## src/sv/tfn_pkg.sv

```systemverilog
`default_nettype none

package tfn_pkg;

    localparam int VERTEX_DEPTH = 4096;
    localparam int ADDR_W       = $clog2(VERTEX_DEPTH);
    localparam int INDEX_W      = 12;
    localparam int COORD_W      = 24;
    localparam int NORMAL_W     = 16;

    localparam int S_TDATA_W    = 112;
    localparam int M_TDATA_W    = 48;

    localparam int QUEUE_DEPTH  = 4;
    localparam int QPTR_W       = $clog2(QUEUE_DEPTH);
    localparam int QCNT_W       = $clog2(QUEUE_DEPTH + 1);

    typedef enum logic {
        CMD_WRITE    = 1'b0,
        CMD_TRIANGLE = 1'b1
    } cmd_t;

    // [0] = x, [1] = y, [2] = z
    typedef logic [2:0][COORD_W-1:0] vertex_t;

    typedef struct packed {
        vertex_t c;
        vertex_t b;
        vertex_t a;
    } tri_t;

endpackage

`default_nettype wire

```

## src/sv/tfn_queue.sv

```systemverilog
`default_nettype none

module tfn_queue
    import tfn_pkg::*;
(
    input  wire logic              aclk,
    input  wire logic              aresetn,
    input  wire logic              push,
    input  wire tri_t              push_data,
    input  wire logic              pop,
    output logic                   q_valid,
    output tri_t                   q_data,
    output logic [QCNT_W-1:0]      q_count
);

    tri_t              buf_reg [0:QUEUE_DEPTH-1];
    logic [QPTR_W-1:0] wr_ptr_reg, wr_ptr_next;
    logic [QPTR_W-1:0] rd_ptr_reg, rd_ptr_next;
    logic [QCNT_W-1:0] count_reg, count_next;
    logic              do_pop;

    assign q_valid = count_reg != '0;
    assign q_data  = buf_reg[rd_ptr_reg];
    assign q_count = count_reg;
    assign do_pop  = pop && q_valid;

    always_comb begin
        wr_ptr_next = wr_ptr_reg;
        rd_ptr_next = rd_ptr_reg;
        count_next  = count_reg;
        if (push) begin
            wr_ptr_next = (wr_ptr_reg == QPTR_W'(QUEUE_DEPTH - 1)) ? '0 : wr_ptr_reg + 1'b1;
        end
        if (do_pop) begin
            rd_ptr_next = (rd_ptr_reg == QPTR_W'(QUEUE_DEPTH - 1)) ? '0 : rd_ptr_reg + 1'b1;
        end
        if (push && !do_pop) begin
            count_next = count_reg + 1'b1;
        end else if (!push && do_pop) begin
            count_next = count_reg - 1'b1;
        end
    end

    always_ff @(posedge aclk) begin
        if (push) begin
            buf_reg[wr_ptr_reg] <= push_data;
        end
    end

    always_ff @(posedge aclk) begin
        if (!aresetn) begin
            wr_ptr_reg <= '0;
            rd_ptr_reg <= '0;
            count_reg  <= '0;
        end else begin
            wr_ptr_reg <= wr_ptr_next;
            rd_ptr_reg <= rd_ptr_next;
            count_reg  <= count_next;
        end
    end

endmodule

`default_nettype wire

```

## config.mk

```make
export PLATFORM = sky130hd
export DESIGN_NAME = tfn_queue
export DESIGN_NICKNAME = d
export VERILOG_FILES = /design/src/sv/tfn_pkg.sv /design/src/sv/tfn_queue.sv
export SDC_FILE = /design/constraint.sdc
export NUM_CORES = 1
export LEC_CHECK = 0
export BUFFER_PORTS_ARGS = -buffer_cell sky130_fd_sc_hd__buf_2
export CAP_MARGIN = 25
export CORE_MARGIN = 3
export CORE_UTILIZATION = 45
export CTS_CLUSTER_DIAMETER = 150
export CTS_CLUSTER_SIZE = 14
export DETAILED_ROUTE_END_ITERATION = 8
export PLACE_DENSITY_LB_ADDON = 0.3
export SYNTH_ARGS = -nofsm -noshare
export SYNTH_HDL_FRONTEND = slang
export SYNTH_SLANG_ARGS = --single-unit
```

## constraint.sdc

```tcl
create_clock -name aclk -period 7.1 [get_ports aclk]
set_input_delay 1.065 -clock aclk [delete_from_list [all_inputs] [get_ports aclk]]
set_output_delay 1.065 -clock aclk [all_outputs]
set_load 0.02 [all_outputs]
```

Word level (Yosys, flattened, before mapping) --
Memory sizes are Yosys's and may differ from the RTL's. A register that Yosys moved wholly into a read port is not among the register bits. Cells that the tools add are included.
Storage, ports and cells: memories 1, memory bits (writable) 864, output and inout port bits 220, word-level logic and storage cells 25, flip-flop bits (word level) 7, bits of input ports 220
Memory list:
- buf_reg | depth 4, bits a word 216, read ports 1, clocked after Yosys merged registers in 1, wr ports 1, RTL line tfn_queue.sv:16 | tri_t buf_reg [0:QUEUE_DEPTH-1];
Cells by class: $add $sub $neg 4, mux-type cells 8, reductions and logical operators 7, eq/ne operators 2
Operators by type and width (number):
- $mux 2 | 4
- $mux 3 | 2
- $add 2x1->2 const B | 2
- $eq 2x2->1 const B | 2
- $add 3x1->3 const B | 1
- $logic_and 1x1->1 | 3
- $reduce_bool 3->1 | 1
- $sub 3x1->3 const B | 1
- $logic_not 1->1 | 2
- $mux 1 | 2
- $reduce_bool 2->1 | 1

Depth between registers and ports, before layout --
depth after elaboration 5, gate-level depth with buffers 7, depth with buffers taken out 7

Least setup slack after synthesis --
Ideal clock, no wire load.
path kind input to register, from input push, to memory buf_reg[0][0] (netlist name), enable pin, setup slack 0.538 ns, buffers on the path 0, data required time 6.498 ns, setup time 0.602 ns, arrival time 5.959 ns, cell stages on the path 1, cell sequence and2_1
Between the ends: cells in the longest elaborated chain, start to end 2
RTL lines:
- start: declaration | RTL line tfn_queue.sv:8 | input wire logic push,
- $mux 1 | RTL line tfn_queue.sv:45 | if (push) begin
- $mux 1 (implied by the code) | RTL line tfn_queue.sv:46 | buf_reg[wr_ptr_reg] <= push_data;
- end: declaration | RTL line tfn_queue.sv:16
Every way passes these cells.

==> impl_metrics.json <==
{
  "synth_cells": 1173,
  "drive_above_1_share_pct": 45.11,
  "r2r_end": "buf_reg[3][69]",
  "synth_simple_gate_area_share_pct": 0.2772,
  "synth_area_leaders": "edfxtp_1 82%, mux4_2 15%, buf_6 0.61%",
  "setup_tns_ns": 0,
  "worstMarginPinSlew_ns": 0.9987,
  "dp_hpwl_um": 36630,
  "cts_tree": "yes",
  "largest_reg_flops": 864,
  "cp.buffers_inverters": 2,
  "worstSetupPathType": "reg -> out",
  "root_buffer": "clkbuf_16",
  "htree_levels": 3,
  "finalHoldViolations": 0,
  "syn_to_final_growth_pct": 16.54,
  "avgSynthCellArea_um2": 26.94,
  "holdPathStages": 2,
  "synth_warnings": 0,
  "utilization_pct": 53.32,
  "row_count": 96,
  "grt_pass1_vias": 14860,
  "fin_skew_ns": 0.02281,
  "seq_area_frac_synth_pct": 82.68,
  "start_util_pct": 45.75,
  "post-route-period-util_pct": 57.22,
  "clock_sinks": 873,
  "critPathLaunchType": "register",
  "fin_cells": 2606,
  "vias_per_cell": 5.305,
  "drt-initial-drc-count": 1079,
  "pre_cts_ws_ns": 3.633,
  "drc": 0,
  "final_cell_area_mm2": 0.03683,
  "rsz0062_at_grt": "no",
  "fin_crit_ns": 4.063,
  "vias": 13830,
  "ys_types": 22,
  "postRouteAntennaNets": 0,
  "report.final.slew_viol_count": 0,
  "routed_wl_um": 60320,
  "grt_first_pass_wirelength_um": 92730,
  "path_max_fanout": 61,
  "postCtsSetupRepairBufs": 0,
  "r2r-start": "wr_ptr_reg[0]",
  "synthAdderAreaFrac_pct": 0.3009,
  "cap_viol_max_count": 0,
  "cpMaxStageDelayCell": "dfxtp_4",
  "max_freq_mhz": 246.1,
  "nets": 1877,
  "setup_violations": 0,
  "slew_headroom_pct": 33.42,
  "reg2reg_slack_ns": 4.53,
  "die-area_mm2": 0.07344,
  "critPathMaxStageDelay_ns": 0.83,
  "synth_top_area_share_pct": 82.11,
  "synth.mux.area_fraction_pct": 15.49,
  "syn-num-nets": 1400,
  "syn_area_mm2": 0.03160,
  "path_cells": "buf_4 > mux4_2 > buf_2",
  "avgRoutedWirePerCell_um": 23.14,
  "clk_pin_slew_ns": 0.06,
  "peakVddDrop_mv": 0.2553,
  "drtPass1Iterations": 7,
  "ctsHoldBuffers": 0,
  "postCtsResizedCells": 0,
  "numPortBuffers": 439,
  "synth_top_family_by_area": "multiplexers",
  "routabilityCongestion": 0.7259,
  "synth_seq_cells": 873,
  "min_path_type": "reg -> reg",
  "cts-buffers-inserted": 72,
  "die_y_um": 271.0,
  "clk_latency_ns": 0.60,
  "die_x_um": 271.0,
  "min-delay-start": "rd_ptr_reg[0]",
  "status": "finished clean",
  "cpLargestDelayFamily": "buffers and inverters",
  "crit_path_end_kind": "output port",
  "grt_max_degree": 113,
  "yosysTopAreaCell": "edfxtp_1",
  "worstRegToRegCells": 3,
  "cp.required_ns": 6.03,
  "ios": 440,
  "cp.arrival_ns": 3.00,
  "synth_xor_area_share_pct": 0.05543,
  "gr-usage-all-layers_pct": 16.65,
  "postPlaceCellArea_mm2": 0.03482,
  "dp.cells": 2507,
  "cts_buffer_depth": 3,
  "synth_compound_area_share_pct": 0.09503,
  "p_leak_nw": 12.06,
  "antenna_found_initial": 15,
  "power.density_mw_per_mm2": 335.3,
  "globalRouteOverflowTotal": 0,
  "core-area_mm2": 0.06907,
  "final.setup.worst_slack_ns": 3.037
}
[layout make-up]
cell class | count | area [um^2]
fillers | 5296 | 32240
flip-flops and latches | 873 | 26130
multi-input cells | 249 | 5135
repair buffers | 451 | 2375
clock buffers | 86 | 1897
well taps | 931 | 1165
clock inverters | 5 | 90.09
diodes | 8 | 20.02
inverters | 3 | 11.26
[how the worst max path moves through the flow]
stage              from       endpoint  slack [ns]  cells past startpoint
6_report       register     q_data[65]        3.04                      3
5_1_grt        register     q_data[65]        2.90                      3
4_1_cts        register     q_data[72]        2.97                      3
3_5_place_dp   register     q_data[72]        3.63                      3
3_3_place_gp   register     q_data[79]        3.65                      3
2_1_floorplan      push  buf_reg[0][0]        0.54                      1
[cells in the final DEF, fill, tap and decap left out, types with 4 or more instances in the layout]
| master | instances |
|---|---|
| ha_1 | 6 |
| clkbuf_1 | 12 |
| and2_4 | 4 |
| mux4_2 | 216 |
| diode_2 | 8 |
| edfxtp_1 | 864 |
| dfxtp_1 | 7 |
| buf_4 | 5 |
| buf_2 | 439 |
| buf_12 | 7 |
| clkbuf_16 | 74 |
[kinds of logic after synthesis]
family	Yosys count
AO/OA/AOI/OAI	5
XOR/XNOR	2
adder cells (fa/ha/maj)	7
buffers and inverters	51
flip-flops	873
multiplexers	219
AND/OR/NAND/NOR	16
[tightest hold or removal path: cells and delay by family, from the launching register on]
kind	cells	cell delay [ns]
AOI/OAI and AO/OA	1	0.10
DFF	1	0.33
and+or+nand+nor	1	0.07
[cell usage after synthesis]
| cell | number |
|---|---|
| ha_1 | 6 |
| o21ai_0 | 3 |
| o31ai_1 | 1 |
| edfxtp_1 | 864 |
| xnor2_1 | 1 |
| nor2_1 | 2 |
| clkbuf_1 | 6 |
| xor2_1 | 1 |
| buf_2 | 24 |
| nand3_1 | 2 |
| buf_6 | 17 |
| mux4_2 | 216 |
| or3_1 | 2 |
| mux2i_1 | 3 |
| nor2b_1 | 3 |
| dfxtp_1 | 9 |
| buf_1 | 1 |
| and2_1 | 5 |
| nand2_1 | 2 |
| fa_1 | 1 |
| inv_1 | 3 |
| a21boi_0 | 1 |
[report_power, final]
part	leakage (nW)	internal, W	total (W)	switching, W
combinational	3.09	0.00117	0.00279	0.00162
clock	0.968	0.00189	0.00355	0.00166
sequential	8.01	0.00592	0.00601	0.0000904
[stage by stage]
| step | hold WS, ns | total power (W) |
|---|---|---|
| 3_5_place_dp | 0.5267 | 0.008978 |
| 3_3_place_gp | 0.4990 | 0.008955 |
| 2_1_floorplan | 0.4785 | 0.008147 |
| 6_report | 0.5481 | 0.01235 |
| 4_1_cts | 0.5426 | 0.01254 |
| 5_1_grt | 0.5956 | 0.01286 |
[per-layer routing]
layer	vias up	global-route usage (%)	share of wire, %
li1	6024	-	-
met1	7255	21.74	39
met2	427	27.25	51
met3	103	5.144	8.0
met4	16	4.798	2.1
met5	-	0	0.15
(Power assumes the default switching activity.)
